===== config.mk =====
export PLATFORM = sky130hd
export DESIGN_NAME = trs_isqrt
export DESIGN_NICKNAME = d
export VERILOG_FILES = /design/src/rtl/trs_pkg.sv /design/src/rtl/trs_isqrt.sv
export SDC_FILE = /design/constraint.sdc
export NUM_CORES = 2
export LEC_CHECK = 0
export ABC_AREA = 0
export BUFFER_PORTS_ARGS = -buffer_cell sky130_fd_sc_hd__buf_2
export CAP_MARGIN = 20
export CORE_MARGIN = 5
export CORE_UTILIZATION = 37
export CTS_CLUSTER_DIAMETER = 120
export DETAILED_ROUTE_END_ITERATION = 8
export GPL_TIMING_DRIVEN = 0
export PLACE_DENSITY = 0.63
export REMOVE_ABC_BUFFERS = 1
export SYNTH_ARGS = -nofsm -noshare
export SYNTH_HDL_FRONTEND = slang
export SYNTH_SLANG_ARGS = --single-unit

===== constraint.sdc =====
create_clock -name clock -period 5.06 [get_ports clock]
set_input_delay 0.253 -clock clock [delete_from_list [all_inputs] [get_ports clock]]
set_output_delay 0.253 -clock clock [all_outputs]
set_load 0.005 [all_outputs]

===== src/rtl/trs_pkg.sv =====
// ----------------------------------------------------------------------------
// trs_pkg: shared types, constants and helpers
// Stage map, register codes, rounding and saturation for the transform
// compose pipeline.
// ----------------------------------------------------------------------------
package trs_pkg;

   localparam int NSQ        = 30;
   localparam int NDIV       = 15;
   localparam int CARRY_FIRST = 2;
   localparam int TRANS_ST   = 4;
   localparam int SQ_FIRST   = 4;
   localparam int PREP_ST    = SQ_FIRST + NSQ;
   localparam int DIV_FIRST  = PREP_ST + 1;
   localparam int OUT_ST     = DIV_FIRST + NDIV;
   localparam int NST        = OUT_ST + 1;

   localparam int SUM_W  = 2 * NSQ;
   localparam int LEN_W  = NSQ;
   localparam int DD_W   = LEN_W + NDIV;
   localparam int QMAG_W = 29;

   localparam logic [2:0] REG_PTX    = 3'd0;
   localparam logic [2:0] REG_PTY    = 3'd1;
   localparam logic [2:0] REG_PTZ    = 3'd2;
   localparam logic [2:0] REG_PQX    = 3'd3;
   localparam logic [2:0] REG_PQY    = 3'd4;
   localparam logic [2:0] REG_PQZ    = 3'd5;
   localparam logic [2:0] REG_PQW    = 3'd6;
   localparam logic [2:0] REG_PSCALE = 3'd7;

   localparam logic [LEN_W-1:0] ZERO_TOL = LEN_W'(17);
   localparam logic signed [63:0] ONE_Q28 = 64'sd268435456;

   typedef struct packed {
      logic [2:0][31:0]        wt;
      logic [2:0][15:0]        ws;
      logic [3:0][15:0]        qa;
      logic [3:0]              qneg;
      logic [3:0][QMAG_W-1:0]  qmag;
      logic                    big;
   } carry_type;

   function automatic logic signed [63:0] rnd_shr(input logic signed [63:0] v,
                                                  input int unsigned s);
      logic [63:0] mag;
      mag = v[63] ? 64'(-v) : 64'(v);
      mag = (mag + (64'd1 << (s - 1))) >> s;
      return v[63] ? -$signed(mag) : $signed(mag);
   endfunction

   function automatic logic [15:0] sat16(input logic signed [63:0] v);
      if (v > 64'sd32767) return 16'h7fff;
      else if (v < -64'sd32768) return 16'h8000;
      else return v[15:0];
   endfunction

   function automatic logic [31:0] sat32(input logic signed [63:0] v);
      if (v > 64'sd2147483647) return 32'h7fffffff;
      else if (v < -64'sd2147483648) return 32'h80000000;
      else return v[31:0];
   endfunction

endpackage


===== src/rtl/trs_isqrt.sv =====
// ----------------------------------------------------------------------------
// trs_isqrt: pipelined integer square root
// One result bit per stage, floor(sqrt(x)) after the last stage.
// ----------------------------------------------------------------------------
module trs_isqrt (
   input  logic                         clock,
   input  logic [trs_pkg::NSQ-1:0]      en,
   input  logic [trs_pkg::SUM_W-1:0]    x,
   output logic [trs_pkg::LEN_W-1:0]    root
);
   import trs_pkg::*;

   logic [SUM_W-1:0] x_ff [NSQ];
   logic [SUM_W-1:0] r_ff [NSQ];
   logic [SUM_W-1:0] x_in [NSQ];
   logic [SUM_W-1:0] r_in [NSQ];

   always_comb begin
      for (int k = 0; k < NSQ; k++) begin
         logic [SUM_W-1:0] xi, ri, bt, t;
         xi = (k == 0) ? x : x_ff[(k == 0) ? 0 : k - 1];
         ri = (k == 0) ? '0 : r_ff[(k == 0) ? 0 : k - 1];
         bt = SUM_W'(1) << (2 * (NSQ - 1 - k));
         t  = ri + bt;
         if (xi >= t) begin
            x_in[k] = xi - t;
            r_in[k] = (ri >> 1) + bt;
         end else begin
            x_in[k] = xi;
            r_in[k] = ri >> 1;
         end
      end
   end

   always_ff @(posedge clock) begin
      for (int k = 0; k < NSQ; k++) begin
         if (en[k]) begin
            x_ff[k] <= x_in[k];
            r_ff[k] <= r_in[k];
         end
      end
   end

   assign root = r_ff[NSQ-1][LEN_W-1:0];

endmodule


==> results.md <==
* Required time of the critical path at 5580 ps
* Power per cell area at 436 nW/um2
* Placed Cells at 12.2k
* Post-CTS setup buffers at 0
* First-pass DRT Iterations at 6
* Initial antenna violation count at 9
* CP Class: flip-flop to flip-flop
* Die width at 546 um
* Final min period at 4680 ps
* Sequential Area at 66,200 um2
* Highest ir drop seen on vdd at 327 uV
* Final hold slack at 87.6 ps
* RePlAce Congestion at 0.933
* Hold EP: x_ff[0][30]
* Largest area contributor in the synthesized netlist: edfxtp_1
* Finished Cell Area at 120,000 um2
* Mapped Area at 106,000 um2
* Most frequent CP cell: nor4_1
* Buf+Inv Stages, Crit Path at 1
* RSZ-0062 raised after global routing: no
* Top_reg_cell synth: edfxtp_1
* Nets at 9,365
* Least-Margin Pin Slew at 1180 ps
* Ys async rst share at 0%
* Hold_sp: x[30]
* Met3 GRT Util at 1.95%
* Placed cell areas at 111,000 um2
* Met2 usage at 29.5%
* Crit path DAT at 5190 ps
* Slew headroom at 20.6%
* Reg2reg start: x_ff[1][491]
* First-pass GRT wire length at 365,000 um
* # DRC at 0
* Fin. Hold Viols at 0
* DR vias/cell at 5.21
* Final Util at 42.1%
* Count of state elements after synthesis at 2,205
* Post-synth EDFFs at 2,205
* Synthesized netlist cell count at 8,471
* TritonCTS clock tree: built
* Reg2Reg Setup Slack at 380 ps
* GRT Resource Usage Total at 15.1%
* Critical path peak fanout at 10
* CTS H-tree lvls at 4
* Syn_area_per_cell at 12.5 um2
* Wire per inst at 18.3 um
* Non-Filler Instances at 12.7k
* Crit-path leading delay family: simple AND/OR/NAND/NOR gates
* DR vias at 66.3k
* # hold bufs at CTS at 125
* Max frequency at 0.214 GHz
* Insertion delay to the later sink of the worst-skew pair at 870 ps
* Multi-input combinational cell area at 36,700 um2
* Cell count of the worst hold path at 2
* Min-Delay Path Class: primary input to flip-flop
* Ys Warns at 0
* Synth-to-layout area growth at 13.2%
* CP cell instances: ha_1 > or4b_2 > nor4_1 > nand4_1 > nand4b_1 > inv_1 > a31oi_1 > nand3_1 > nor4_1 > xor2_1
* DIE AREA at 298,000 um2
* Clk sink count at 2,205
* Startpoint Class: flip-flop
* M1 GR Usage at 16.2%
* Max Slew Vio Count at 0
* Critical path endpoint category: flip-flop
* Resized cells post-CTS at 0
* Vias in the first global route at 67.3k
* Worst-path clk slew at 60 ps
* Site row count at 196
* Fillers at 25.8k
* Input/output buffers at 120
* Top Ports at 121
* Synth area leaders: edfxtp_1, ha_1, xnor2_1, xor2_1, a21oi_1
* Crit share post-route at 92.4%
* Leak pwr at 44.6 nW
* Slowest-stage cell, CP: nor4_1
* Initial Util at 37.2%
* Maximum buffer depth of the clock tree at 4
* Busiest grt layer: met2
* Largest net degree at the start of global routing at 85
* Num CTS Buffers at 230
* Layout cells sized above 1 at 7.44%
* Reg-to-reg endpoint: x_ff[1][599]
* Core ar. at 285,000 um2
* Root Buffer: clkbuf_16
* Die height at 546 um
* Yosys top cell area share at 62.4%
* Detail Placement HPWL at 179,000 um
* Status: finished clean
* DRT Wirelength at 234,000 um
* Reg2Reg Depth at 10
* Clk_skew at 104 ps
* Sequential cell area fraction in the yosys report at 62.4%
* Unique masters post-synth at 93
* Max-cap violation count at 0
* GRT overflow at 0
* Final Setup Violations at 0
* Post-route ant nets at 0
* CP peak stage delay at 910 ps
* First DRT Iteration DRCs at 3,958
-- worst max path at each step --
stage	from	end	slack [ps]	depth (start not counted)
final	x_ff[1][491]	x_ff[1][599]	380	10
after global routing	x_ff[1][377]	x_ff[1][469]	90	9
after CTS	x_ff[0][882]	x_ff[0][957]	230	10
after detailed placement	x_ff[0][882]	x_ff[0][957]	280	10
after global placement	r_ff[1][209]	x_ff[1][293]	-1460	10
after floorplan	x_ff[1][209]	x_ff[1][293]	470	9
-- sequential cells by signal (all words and copies together), names as in the netlist --
signal,cells
x_ff,1740
r_ff,465
-- cell families after synthesis --
| family | after synthesis | synth area share (%) |
|---|---|---|
| fa+ha+maj | 493 | 5.81 |
| mux | 78 | 0.819 |
| flops | 2205 | 62.4 |
| xor+xnor | 758 | 6.26 |
| buf+inv | 845 | 3.14 |
| simple gates | 2476 | 12.2 |
| compound gates | 1616 | 9.38 |
-- placed cells by master, fill, tap and decap left out, types with 43 or more instances in the layout --
cell / Yosys / routed
o21bai_1: 46 / 46
clkinv_1: 0 / 48
dlygate4sd3_1: 0 / 125
o31ai_1: 44 / 44
nor2b_1: 64 / 64
nand2_1: 470 / 469
a21o_1: 187 / 186
xnor2_1: 389 / 389
nor4_1: 316 / 312
nor3_1: 222 / 221
o21a_1: 99 / 99
nand4_1: 146 / 146
buf_2: 11 / 107
nand3_1: 134 / 133
a21oi_1: 571 / 571
or4_1: 46 / 46
a211oi_1: 44 / 43
inv_1: 628 / 628
clkbuf_16: 0 / 232
ha_1: 493 / 493
o21ai_0: 380 / 380
nor2_1: 590 / 587
nand2b_1: 104 / 104
or3_1: 87 / 87
edfxtp_1: 2205 / 2205
mux2_2: 71 / 71
xor2_1: 369 / 369
-- through the flow --
| stage | setup WS [ps] | total power, W | TNS, ps |
|---|---|---|---|
| after floorplan | 475 | 0.0324 | 0 |
| after global placement | -1460 | 0.0355 | -75970 |
| after detailed placement | 285 | 0.0357 | 0 |
| after CTS | 232 | 0.0527 | 0 |
| after global routing | 94.8 | 0.0550 | 0 |
| final | 382 | 0.0524 | 0 |
-- worst register-to-register path: cells and delay by family, from the launching register on --
| family | cells | cell delay (ps) |
|---|---|---|
| flip-flops | 1 | 390 |
| adder cells (fa/ha/maj) | 1 | 370 |
| buffers and inverters | 1 | 70 |
| AND/OR/NAND/NOR | 6 | 3100 |
| XOR/XNOR | 1 | 130 |
| AO/OA/AOI/OAI | 1 | 310 |
-- synth_stat cells (20+ instances only) --
library cell  instances
nor2b_1              64
a21o_1              187
o21a_1               99
a31oi_1              28
nand2b_1            104
buf_4                32
o21ai_0             380
nand3b_1             30
clkbuf_1            153
and3_1               39
edfxtp_1           2205
nand3_1             134
o31ai_1              44
nor4_1              316
ha_1                493
or3_1                87
and2_1               26
nand4_1             146
or4_1                46
a211oi_1             44
inv_1               628
o21bai_1             46
nor2_1              590
a21oi_1             571
xor2_1              369
xnor2_1             389
or2_2                38
and4_1               20
nor4b_1              42
nand4b_1             39
nand2_1             470
nor3_1              222
o211ai_1             35
mux2_2               71
a21boi_0             24
-- where the power goes --
part	switching [W]	leakage [nW]	total [W]	internal [W]
clock	0.00683	3.63	0.0167	0.00989
combinational	0.00631	19.7	0.0108	0.00446
sequential	0.00172	21.2	0.0249	0.0232
total	0.0149	44.6	0.0524	0.0375
-- area by class of cell --
type / instances / share of cell area (%)
flip-flops and latches: 2205 / 55.1
diodes: 2 / 0.00417
multi-input cells: 5421 / 30.5
well taps: 3762 / 3.92
clock inverters: 147 / 1.29
clock buffers: 268 / 4.95
inverters: 631 / 1.97
repair buffers: 292 / 2.21
-- layer usage --
layer  vias to the layer above  share of wire (%)
met5                         -              0.024
met3                       502                3.6
met4                         8                4.6
met1                     31938                 38
met2                      1533                 54
li1                      32295                  -
Power figures use the tool's default switching activity.
